`src/cvru_pkg.sv`:
```
package cvru_pkg;

	localparam int DATA_WIDTH   = 24;
	localparam int FRAC_BITS    = 16;
	localparam int ITER_DEFAULT = 16;
	localparam int ITER_MAX     = 32;

	// internal datapath widths: x/y carry the CORDIC gain, z the angle sum
	localparam int IW = DATA_WIDTH + 3;
	localparam int ZW = DATA_WIDTH + 2;
	localparam int KW = FRAC_BITS + 1;
	localparam int AW = FRAC_BITS + 1;

	localparam logic signed [ZW-1:0] PI_FIX   = ZW'(205887);
	localparam logic [KW-1:0]        KINV_FIX = KW'(39797);

	// atan(2^-i), rounded to FRAC_BITS fraction bits
	localparam logic [AW-1:0] ATAN_LUT [ITER_MAX] = '{
		AW'(51472), AW'(30386), AW'(16055), AW'(8150),
		AW'(4091),  AW'(2047),  AW'(1024),  AW'(512),
		AW'(256),   AW'(128),   AW'(64),    AW'(32),
		AW'(16),    AW'(8),     AW'(4),     AW'(2),
		AW'(1),     AW'(0),     AW'(0),     AW'(0),
		AW'(0),     AW'(0),     AW'(0),     AW'(0),
		AW'(0),     AW'(0),     AW'(0),     AW'(0),
		AW'(0),     AW'(0),     AW'(0),     AW'(0)
	};

	typedef enum logic {
		OP_VECTOR = 1'b0,
		OP_ROTATE = 1'b1
	} op_t;

	typedef struct packed {
		op_t                          opcode;
		logic signed [DATA_WIDTH-1:0] x_value;
		logic signed [DATA_WIDTH-1:0] y_value;
		logic signed [DATA_WIDTH-1:0] angle_in;
	} cmd_t;

	typedef struct packed {
		logic signed [DATA_WIDTH-1:0] first_result;
		logic signed [DATA_WIDTH-1:0] second_result;
	} rsp_t;

	function automatic logic signed [DATA_WIDTH-1:0] sat_iw(input logic signed [IW-1:0] v);
		logic [IW-DATA_WIDTH:0] top;
		top = v[IW-1:DATA_WIDTH-1];
		if (top == '0 || top == '1)
			return signed'(v[DATA_WIDTH-1:0]);
		else if (v[IW-1])
			return signed'({1'b1, {(DATA_WIDTH-1){1'b0}}});
		else
			return signed'({1'b0, {(DATA_WIDTH-1){1'b1}}});
	endfunction

endpackage

```
`src/cordic_vectoring_rotation_unit.sv`:
```
// Stages (ITERATIONS + 3): preprocess, one per micro-rotation, gain multiply,
// saturate/output register. Throughput: one item per cycle while rsp_stall is
// low; each stage advances on its own, so bubbles collapse and, while any stage
// is empty, new commands are taken while a finished result is stalled.
// Reset: arst_n clears all stage valid bits; data registers are not reset.
module cordic_vectoring_rotation_unit #(
	parameter int ITERATIONS = cvru_pkg::ITER_DEFAULT
) (
	input  logic           clk,
	input  logic           arst_n,
	input  logic           cmd_valid,
	output logic           cmd_stall,
	input  cvru_pkg::cmd_t cmd,
	output logic           rsp_valid,
	input  logic           rsp_stall,
	output cvru_pkg::rsp_t rsp
);
	import cvru_pkg::*;

	localparam int NST = ITERATIONS + 3;
	localparam int PW  = IW - 1 + KW;
	localparam int MW  = PW - FRAC_BITS;

	logic [NST-1:0] vld_q;
	logic [NST:0]   rdy;

	// stage 1: quadrant fold / rotation seed
	logic signed [IW-1:0] pre_x, pre_y, xi, yi;
	logic signed [ZW-1:0] pre_z;
	logic signed [IW-1:0] x_s1, y_s1;
	logic signed [ZW-1:0] z_s1;
	op_t                  op_s1;

	// stage 2 bank: one register set per micro-rotation
	logic signed [IW-1:0] x_s2 [ITERATIONS];
	logic signed [IW-1:0] y_s2 [ITERATIONS];
	logic signed [ZW-1:0] z_s2 [ITERATIONS];
	op_t                  op_s2 [ITERATIONS];

	// stage 3: gain multiply
	logic [IW-2:0]        xc;
	logic [PW-1:0]        prod_s3;
	logic signed [IW-1:0] x_s3, sec_s3;
	op_t                  op_s3;

	// stage 4: output register
	logic [MW-1:0]        mag;
	rsp_t                 rsp_s4;

	assign rdy[NST] = !rsp_stall;
	for (genvar k = 0; k < NST; k++) begin : g_rdy
		assign rdy[k] = !vld_q[k] || rdy[k+1];
	end

	assign cmd_stall = !rdy[0];
	assign rsp_valid = vld_q[NST-1];
	assign rsp       = rsp_s4;

	always_ff @(posedge clk or negedge arst_n) begin
		if (!arst_n) begin
			vld_q <= '0;
		end else begin
			if (rdy[0])
				vld_q[0] <= cmd_valid;
			for (int k = 1; k < NST; k++) begin
				if (rdy[k])
					vld_q[k] <= vld_q[k-1];
			end
		end
	end

	always_comb begin
		xi = IW'(cmd.x_value);
		yi = IW'(cmd.y_value);
		pre_x = xi;
		pre_y = yi;
		pre_z = '0;
		if (cmd.opcode == OP_ROTATE) begin
			pre_x = IW'(KINV_FIX);
			pre_y = '0;
			pre_z = ZW'(cmd.angle_in);
		end else if (cmd.x_value[DATA_WIDTH-1]) begin
			pre_x = -xi;
			pre_y = -yi;
			pre_z = cmd.y_value[DATA_WIDTH-1] ? -PI_FIX : PI_FIX;
		end
	end

	always_ff @(posedge clk) begin
		if (rdy[0]) begin
			x_s1  <= pre_x;
			y_s1  <= pre_y;
			z_s1  <= pre_z;
			op_s1 <= cmd.opcode;
		end
	end

	for (genvar k = 0; k < ITERATIONS; k++) begin : g_iter
		logic signed [IW-1:0] xp, yp;
		logic signed [ZW-1:0] zp, ang;
		op_t                  opp;
		logic                 plus;

		if (k == 0) begin : g_first
			assign xp  = x_s1;
			assign yp  = y_s1;
			assign zp  = z_s1;
			assign opp = op_s1;
		end else begin : g_next
			assign xp  = x_s2[k-1];
			assign yp  = y_s2[k-1];
			assign zp  = z_s2[k-1];
			assign opp = op_s2[k-1];
		end

		assign ang = ZW'({1'b0, ATAN_LUT[k]});
		// plus: x -= y>>k, y += x>>k, z -= atan
		assign plus = (opp == OP_ROTATE) ? !zp[ZW-1] : yp[IW-1];

		always_ff @(posedge clk) begin
			if (rdy[k+1]) begin
				x_s2[k]  <= plus ? xp - (yp >>> k) : xp + (yp >>> k);
				y_s2[k]  <= plus ? yp + (xp >>> k) : yp - (xp >>> k);
				z_s2[k]  <= plus ? zp - ang : zp + ang;
				op_s2[k] <= opp;
			end
		end
	end

	assign xc = x_s2[ITERATIONS-1][IW-1] ? '0 : x_s2[ITERATIONS-1][IW-2:0];

	always_ff @(posedge clk) begin
		if (rdy[ITERATIONS+1]) begin
			prod_s3 <= PW'(xc) * PW'(KINV_FIX);
			x_s3    <= x_s2[ITERATIONS-1];
			sec_s3  <= (op_s2[ITERATIONS-1] == OP_ROTATE) ? y_s2[ITERATIONS-1]
			                                              : IW'(z_s2[ITERATIONS-1]);
			op_s3   <= op_s2[ITERATIONS-1];
		end
	end

	assign mag = prod_s3[PW-1:FRAC_BITS];

	always_ff @(posedge clk) begin
		if (rdy[ITERATIONS+2]) begin
			if (op_s3 == OP_ROTATE)
				rsp_s4.first_result <= sat_iw(x_s3);
			else if (|mag[MW-1:DATA_WIDTH-1])
				rsp_s4.first_result <= signed'({1'b0, {(DATA_WIDTH-1){1'b1}}});
			else
				rsp_s4.first_result <= signed'(mag[DATA_WIDTH-1:0]);
			rsp_s4.second_result <= sat_iw(sec_s3);
		end
	end

endmodule

```
`config.mk`:
```
export PLATFORM = sky130hd
export DESIGN_NAME = cordic_vectoring_rotation_unit
export DESIGN_NICKNAME = d
export VERILOG_FILES = /design/src/cvru_pkg.sv /design/src/cordic_vectoring_rotation_unit.sv
export SDC_FILE = /design/constraint.sdc
export NUM_CORES = 2
export LEC_CHECK = 0
export BUFFER_PORTS_ARGS = -buffer_cell sky130_fd_sc_hd__buf_2
export CAP_MARGIN = 40
export CORE_ASPECT_RATIO = 0.6
export CORE_MARGIN = 1
export CORE_UTILIZATION = 55
export CTS_CLUSTER_DIAMETER = 200
export DETAILED_ROUTE_END_ITERATION = 8
export PLACE_DENSITY = 0.71
export SLEW_MARGIN = 40
export SYNTH_ARGS = -nofsm -noshare
export SYNTH_HDL_FRONTEND = slang
export SYNTH_SLANG_ARGS = --single-unit
```
`constraint.sdc`:
```
create_clock -name clk -period 30.5 [get_ports clk]
set_input_delay 6.1 -clock clk [delete_from_list [all_inputs] [get_ports clk]]
set_output_delay 6.1 -clock clk [all_outputs]
set_load 0.1 [all_outputs]
```
Word-level counts from Yosys, hierarchy flattened
Memories as Yosys holds them, arrays and structs flattened.
Cells that the tools add are included.
- bits in registers: 245
- input bits: 77
- output and inout bits: 50
- memories: 4
- bits in writable memories: 1296
- word-level logic and storage cells: 306
- memories (name ; words ; bits a word ; read ports ; clocked after Yosys merged registers in ; write ports ; line ; RTL):
    x_s2 ; 16 ; 27 ; 16 ; 0 ; 16 ; cordic_vectoring_rotation_unit.sv:35 ; logic signed [IW-1:0] x_s2 [ITERATIONS];
    y_s2 ; 16 ; 27 ; 16 ; 0 ; 16 ; cordic_vectoring_rotation_unit.sv:36 ; logic signed [IW-1:0] y_s2 [ITERATIONS];
    z_s2 ; 16 ; 26 ; 16 ; 0 ; 16 ; cordic_vectoring_rotation_unit.sv:37 ; logic signed [ZW-1:0] z_s2 [ITERATIONS];
    op_s2 ; 16 ; 1 ; 16 ; 0 ; 16 ; cordic_vectoring_rotation_unit.sv:38 ; op_t op_s2 [ITERATIONS];
- multiplexer cells: 109
- bitwise operators: 1
- reductions and logical operators: 62
- multiply operators: 1
- eq/ne operators: 2
- $add $sub $neg: 97
- operators with widths (kind ; number):
    $mux W27 ; 34
    $mux W26 ; 20
    $mux W24 ; 6
    $add A27 B12 Y27 ; 2
    $add A27 B13 Y27 ; 2
    $add A27 B14 Y27 ; 2
    $add A27 B15 Y27 ; 2
    $add A27 B16 Y27 ; 2
    $add A27 B17 Y27 ; 2
    $add A27 B18 Y27 ; 2
    $add A27 B19 Y27 ; 2
    $add A27 B20 Y27 ; 2
    $add A27 B21 Y27 ; 2
    $add A27 B22 Y27 ; 2
    $add A27 B23 Y27 ; 2
    $add A27 B24 Y27 ; 2
    $add A27 B25 Y27 ; 2
    $add A27 B26 Y27 ; 2
    $neg A24 Y27 ; 2
    $sub A27 B12 Y27 ; 2
    $sub A27 B13 Y27 ; 2
    $sub A27 B14 Y27 ; 2
    $sub A27 B15 Y27 ; 2
    $sub A27 B16 Y27 ; 2
    52 further kinds ; 170

Longest topological paths before layout
- word-level depth: 21
- depth in mapped cells: 27
- gate-level depth less buffers: 25

Worst setup path before layout
OpenSTA, ideal clock, no wires.
- path type: input to output
- start point: input rsp_stall
- end point: output cmd_stall
- buffers on the path: 0
- data arrival time: 15.343 ns
- stages: 10
- data required time: 24.400 ns
- slack: 9.057 ns
- cell sequence: and3_1 > inv_1 > nor2_1 > and2_1 > inv_1 > nor3_1 > nand3_1 > nor2_1 > nand2_1 > inv_1
- word-level cells in the longest chain between the ends: 21
- ends and longest elaborated chain (element ; line ; RTL):
    start, declared ; cordic_vectoring_rotation_unit.sv:15 ; input logic rsp_stall,
    $logic_not A1 Y1 ; cordic_vectoring_rotation_unit.sv:50 ; assign rdy[NST] = !rsp_stall;
    $logic_or A1 B1 Y1 (2 in series) ; cordic_vectoring_rotation_unit.sv:52 ; assign rdy[k] = !vld_q[k] || rdy[k+1];
    via rdy[17] ; cordic_vectoring_rotation_unit.sv:25 ; logic [NST:0] rdy;
    $logic_or A1 B1 Y1 (4 in series) ; cordic_vectoring_rotation_unit.sv:52 ;
    via rdy[13] ; cordic_vectoring_rotation_unit.sv:25 ;
    $logic_or A1 B1 Y1 (11 in series) ; cordic_vectoring_rotation_unit.sv:52 ;
    via rdy[2] ; cordic_vectoring_rotation_unit.sv:25 ;
    $logic_or A1 B1 Y1 (2 in series) ; cordic_vectoring_rotation_unit.sv:52 ;
    $logic_not A1 Y1 ; cordic_vectoring_rotation_unit.sv:55 ; assign cmd_stall = !rdy[0];
    end, declared ; cordic_vectoring_rotation_unit.sv:12 ; output logic cmd_stall,
The timed path passes the listed nets, and every way through them passes these cells.

Worst setup path in the final report
Same ends and word-level chain as after synthesis.

==> impl_summary.log <==
INFO  metric start_kind = primary input
INFO  metric post_synthesis_share_of_cell_area_spent_on_and_or_nand_and_nor_gates = 11.9%
INFO  metric maxClockFrequency = 0.0590 GHz
INFO  metric detailedRoute.firstPassIterationCount = 8
INFO  metric ys_seq_area_share = 37.5%
INFO  metric timing.final.crit_period = 16.95 ns
INFO  metric cp_slowest_stage_delay = 0.66 ns
INFO  metric synth-xor-area-share = 12.1%
INFO  metric synth-edff-count = 1503
INFO  metric timing.setup.critical_path_class = primary input to primary output
INFO  metric via_count_of_the_first_global_routing_pass = 87900
INFO  metric grt_setup_unrepaired = false
INFO  metric worstHoldStart = z_s2[0][158]
INFO  metric hold_path_end = z_s2[0][184]
INFO  metric ys_dominant_reg_cell = sky130_fd_sc_hd__edfxtp_1
INFO  metric num_rows = 133
INFO  metric run_status = complete, but fails checks
INFO  metric cts_max_level = 4
INFO  metric i_o_pins = 127
INFO  metric synth_area = 122000 µm²
INFO  metric timing_worst_slew_pin_value = 1.02 ns
INFO  metric drt_drc_violations_left = 2
INFO  metric ctsHoldBuffers = 0
INFO  metric worst-endpoint-required = 24.40 ns
INFO  metric synthDominantAreaCellType = sky130_fd_sc_hd__edfxtp_1
INFO  metric avgViaCountPerCell = 6.27
INFO  metric via_total_after_detailed_routing = 96600
INFO  metric die_height = 366 µm
INFO  metric post-route-period-util = 55.6%
INFO  metric slew_viol_final = 0
INFO  metric insertion_delay = 0.84 ns
INFO  metric regToRegSetupSlack = 22.40 ns
INFO  metric timing.rr.end = prod_s3[39]
INFO  metric yosys_register_bits = 1522
INFO  metric cts_repair_resize_count = 0
INFO  metric r2r_cells = 23
INFO  metric synthesis.instances = 12200
INFO  metric placement.io_buffers = 126
INFO  metric worst-path-max-fanout = 34
INFO  metric grt_start_max_net_pins = 83
INFO  metric max_cap_viol_count = 0
INFO  metric cts_made_buffers = 163
INFO  metric final-setup-viol-count = 0
INFO  metric placement.cell_area = 126000 µm²
INFO  metric floorplan.die.width = 609 µm
INFO  metric detail-route-antenna-nets = 0
INFO  metric die_area = 223000 µm²
INFO  metric cts.reportedPaths.clkPinSlew = 0.06 ns
INFO  metric main_combinational_cell_family_by_area_after_synthesis = compound AO/OA/AOI/OAI gates
INFO  metric cts_tree = yes
INFO  metric slowest_cp_cell = sky130_fd_sc_hd__nor2_1
INFO  metric synth_mux_area_share = 0.712%
INFO  metric timing.slew.headroom = 31.4%
INFO  metric whs_path_depth = 0
INFO  metric tns = 0 ns
INFO  metric failed_checks = DRC
INFO  metric detailed_place_hpwl = 288000 µm
INFO  metric detail_route.wl_per_cell = 23.2 µm
INFO  metric adder_and_majority_gate_portion_of_the_synthesized_area = 17.3%
INFO  metric total_track_usage = 31.3%
INFO  metric coreArea = 219000 µm²
INFO  metric critPathCaptureType = primary output
INFO  metric synthToLayoutAreaGrowth = 8.14%
INFO  metric grt_overflow = 0
INFO  metric finClkSkew = 0.0489 ns
INFO  metric finalWirelength = 357000 µm
INFO  metric yosysWarningCount = 0
INFO  metric post_synthesis_async_set_or_reset_flop_share = 1.25%
INFO  metric arrival_time_of_the_worst_setup_path = 10.85 ns
INFO  metric worst_r2r_startpoint = x_s2[1][215]
INFO  metric initial_core_util = 55.5%
INFO  metric drt_first_iter_violations = 13500
INFO  metric share_of_cells_above_drive_strength_1 = 5.27%
INFO  metric post-synth-top-area-fraction = 37.1%
INFO  metric global_route_wire_length_before_repair = 539000 µm
INFO  metric synth_compound_gate_area_share = 17.3%
INFO  metric synthDistinctLibCells = 87
INFO  metric synth_area_leaders = sky130_fd_sc_hd__edfxtp_1 (37%), sky130_fd_sc_hd__ha_1 (14%), sky130_fd_sc_hd__xnor2_1 (7.9%)
INFO  metric number_of_buffers_between_clock_root_and_the_deepest_sink = 4
INFO  metric min_delay_path_class = register to register
INFO  metric crit_path_cell_trace = buf_2 > and3_1 > clkinv_2 > nor2_1 > and2_1 > clkinv_2 > nor3_1 > buf_4 > nand3_4 > nor2_1 > nand2_4 > inv_1 > buf_2
INFO  metric synthesized_area_per_cell = 9.95 µm²
INFO  metric cts_sinks = 1522
INFO  metric initial_antenna_violation_count = 29
INFO  metric cts_root_buffer = sky130_fd_sc_hd__clkbuf_16
INFO  metric final_cell_area = 132000 µm²
INFO  metric cts_setup_buffers = 0
INFO  metric finalHoldViolCount = 0
INFO  metric place.gp.congestion = 1.05
INFO  metric nNetsFinal = 14000
## sequential cells by signal (all words and copies together), names as in the netlist
name / flops
y_s2: 432
x_s2: 431
z_s2: 416
rsp: 48
g_iter.xp: 27
g_iter.yp: 27
sec_s3: 27
x_s3: 27
prod_s3: 26
g_iter.zp: 24
vld_q: 19
op_s2: 16
g_iter.opp: 1
op_s3: 1
## kinds of logic after synthesis
| family | count (synthesis) |
|---|---|
| AO/OA/AOI/OAI | 3350 |
| XOR/XNOR | 1679 |
| adder cells (fa/ha/maj) | 1563 |
| buffers and inverters | 1015 |
| flip-flops | 1522 |
| multiplexers | 80 |
| other | 1 |
| AND/OR/NAND/NOR | 3014 |
## cell usage in the layout (no fill, tap or decap), types with 50 or more instances in the layout
cell type	count
sky130_fd_sc_hd__edfxtp_1	1503
sky130_fd_sc_hd__ha_1	1360
sky130_fd_sc_hd__a21oi_1	1086
sky130_fd_sc_hd__xnor2_1	1085
sky130_fd_sc_hd__nor2_1	916
sky130_fd_sc_hd__inv_1	803
sky130_fd_sc_hd__nand2_1	712
sky130_fd_sc_hd__o21ai_0	701
sky130_fd_sc_hd__xor2_1	580
sky130_fd_sc_hd__a21o_1	473
sky130_fd_sc_hd__nor3_1	252
sky130_fd_sc_hd__nand2b_1	211
sky130_fd_sc_hd__fa_1	203
sky130_fd_sc_hd__nand3_1	198
sky130_fd_sc_hd__o21bai_1	193
sky130_fd_sc_hd__nor2b_1	175
sky130_fd_sc_hd__clkbuf_16	166
sky130_fd_sc_hd__o21a_1	143
sky130_fd_sc_hd__o31ai_1	136
sky130_fd_sc_hd__buf_2	126
sky130_fd_sc_hd__a31oi_1	98
sky130_fd_sc_hd__and3_1	95
sky130_fd_sc_hd__or3_1	93
sky130_fd_sc_hd__nor4_1	69
sky130_fd_sc_hd__a211oi_1	56
sky130_fd_sc_hd__and2_1	54
sky130_fd_sc_hd__mux2_2	52
sky130_fd_sc_hd__o41ai_1	52
sky130_fd_sc_hd__buf_4	51
sky130_fd_sc_hd__or2_2	50
## routing by layer
metal / vias to the layer above / part of all wire, % / track usage (%)
met5: - / 0.017 / 0
met4: 10 / 1.3 / 4.26
met3: 333 / 15 / 11.3
met2: 4915 / 33 / 34.9
met1: 46500 / 51 / 54.4
li1: 44800 / - / -
## worst max-delay path by stage
stage                     startpoint  slack, ns        end
after floorplan            rsp_stall       9.06  cmd_stall
after global placement     rsp_stall      13.69  cmd_stall
after detailed placement   rsp_stall      13.57  cmd_stall
after CTS                  rsp_stall      13.56  cmd_stall
after global routing       rsp_stall      13.31  cmd_stall
final                      rsp_stall      13.55  cmd_stall
## metrics by stage
| stage | hold slack, ns | std cells | setup WS, ns | util, % |
|---|---|---|---|---|
| 3_5_place_dp | 0.405 | 15100 | 13.57 | 57.4 |
| 3_3_place_gp | 0.405 | 15100 | 13.69 | 57.3 |
| 6_report | 0.418 | 15400 | 13.55 | 60.0 |
| 5_1_grt | 0.411 | 15400 | 13.31 | 60.0 |
| 2_1_floorplan | 0.400 | 12200 | 9.06 | - |
| 4_1_cts | 0.404 | 15400 | 13.56 | 59.9 |
## worst max-delay path, delay by kind of cell
kind / cells / cell delay (ns)
buffers and inverters: 6 / 1.97
and+or+nand+nor: 7 / 2.73
## layout make-up
type | count | area [µm²]
fill | 18100 | 87800
multi-input combinational | 9689 | 72500
sequential | 1522 | 45600
clock buffer | 189 | 4280
tap | 2902 | 3630
inverter | 818 | 3080
timing repair buffer | 191 | 1220
clock inverter | 93 | 1140
antenna | 3 | 7.51
## Yosys cell counts, types with 15 or more instances
library cell	n
sky130_fd_sc_hd__edfxtp_1	1503
sky130_fd_sc_hd__ha_1	1360
sky130_fd_sc_hd__xnor2_1	1094
sky130_fd_sc_hd__a21oi_1	1088
sky130_fd_sc_hd__nor2_1	918
sky130_fd_sc_hd__inv_1	811
sky130_fd_sc_hd__nand2_1	720
sky130_fd_sc_hd__o21ai_0	705
sky130_fd_sc_hd__xor2_1	583
sky130_fd_sc_hd__a21o_1	473
sky130_fd_sc_hd__nor3_1	254
sky130_fd_sc_hd__nand2b_1	211
sky130_fd_sc_hd__fa_1	203
sky130_fd_sc_hd__nand3_1	201
sky130_fd_sc_hd__o21bai_1	193
sky130_fd_sc_hd__nor2b_1	177
sky130_fd_sc_hd__clkbuf_1	169
sky130_fd_sc_hd__o21a_1	144
sky130_fd_sc_hd__o31ai_1	138
sky130_fd_sc_hd__a31oi_1	98
sky130_fd_sc_hd__and3_1	95
sky130_fd_sc_hd__or3_1	93
sky130_fd_sc_hd__nor4_1	75
sky130_fd_sc_hd__a211oi_1	56
sky130_fd_sc_hd__o41ai_1	56
sky130_fd_sc_hd__and2_1	54
sky130_fd_sc_hd__mux2_2	52
sky130_fd_sc_hd__or2_2	50
sky130_fd_sc_hd__a21boi_0	48
sky130_fd_sc_hd__a31o_2	43
sky130_fd_sc_hd__or4_1	42
sky130_fd_sc_hd__nand4_1	40
sky130_fd_sc_hd__o211ai_1	38
sky130_fd_sc_hd__mux2i_1	28
sky130_fd_sc_hd__buf_1	25
sky130_fd_sc_hd__a211o_1	23
sky130_fd_sc_hd__nand3b_1	23
sky130_fd_sc_hd__a2111oi_0	21
sky130_fd_sc_hd__o2111ai_1	21
sky130_fd_sc_hd__a41o_1	20
sky130_fd_sc_hd__and4_1	20
sky130_fd_sc_hd__dfrtp_1	19
sky130_fd_sc_hd__a221oi_1	15
sky130_fd_sc_hd__a41oi_1	15
Power is left out: the tool's default activity adds up to more than one toggle a clock period on the data nets, which glitch-free logic cannot reach.
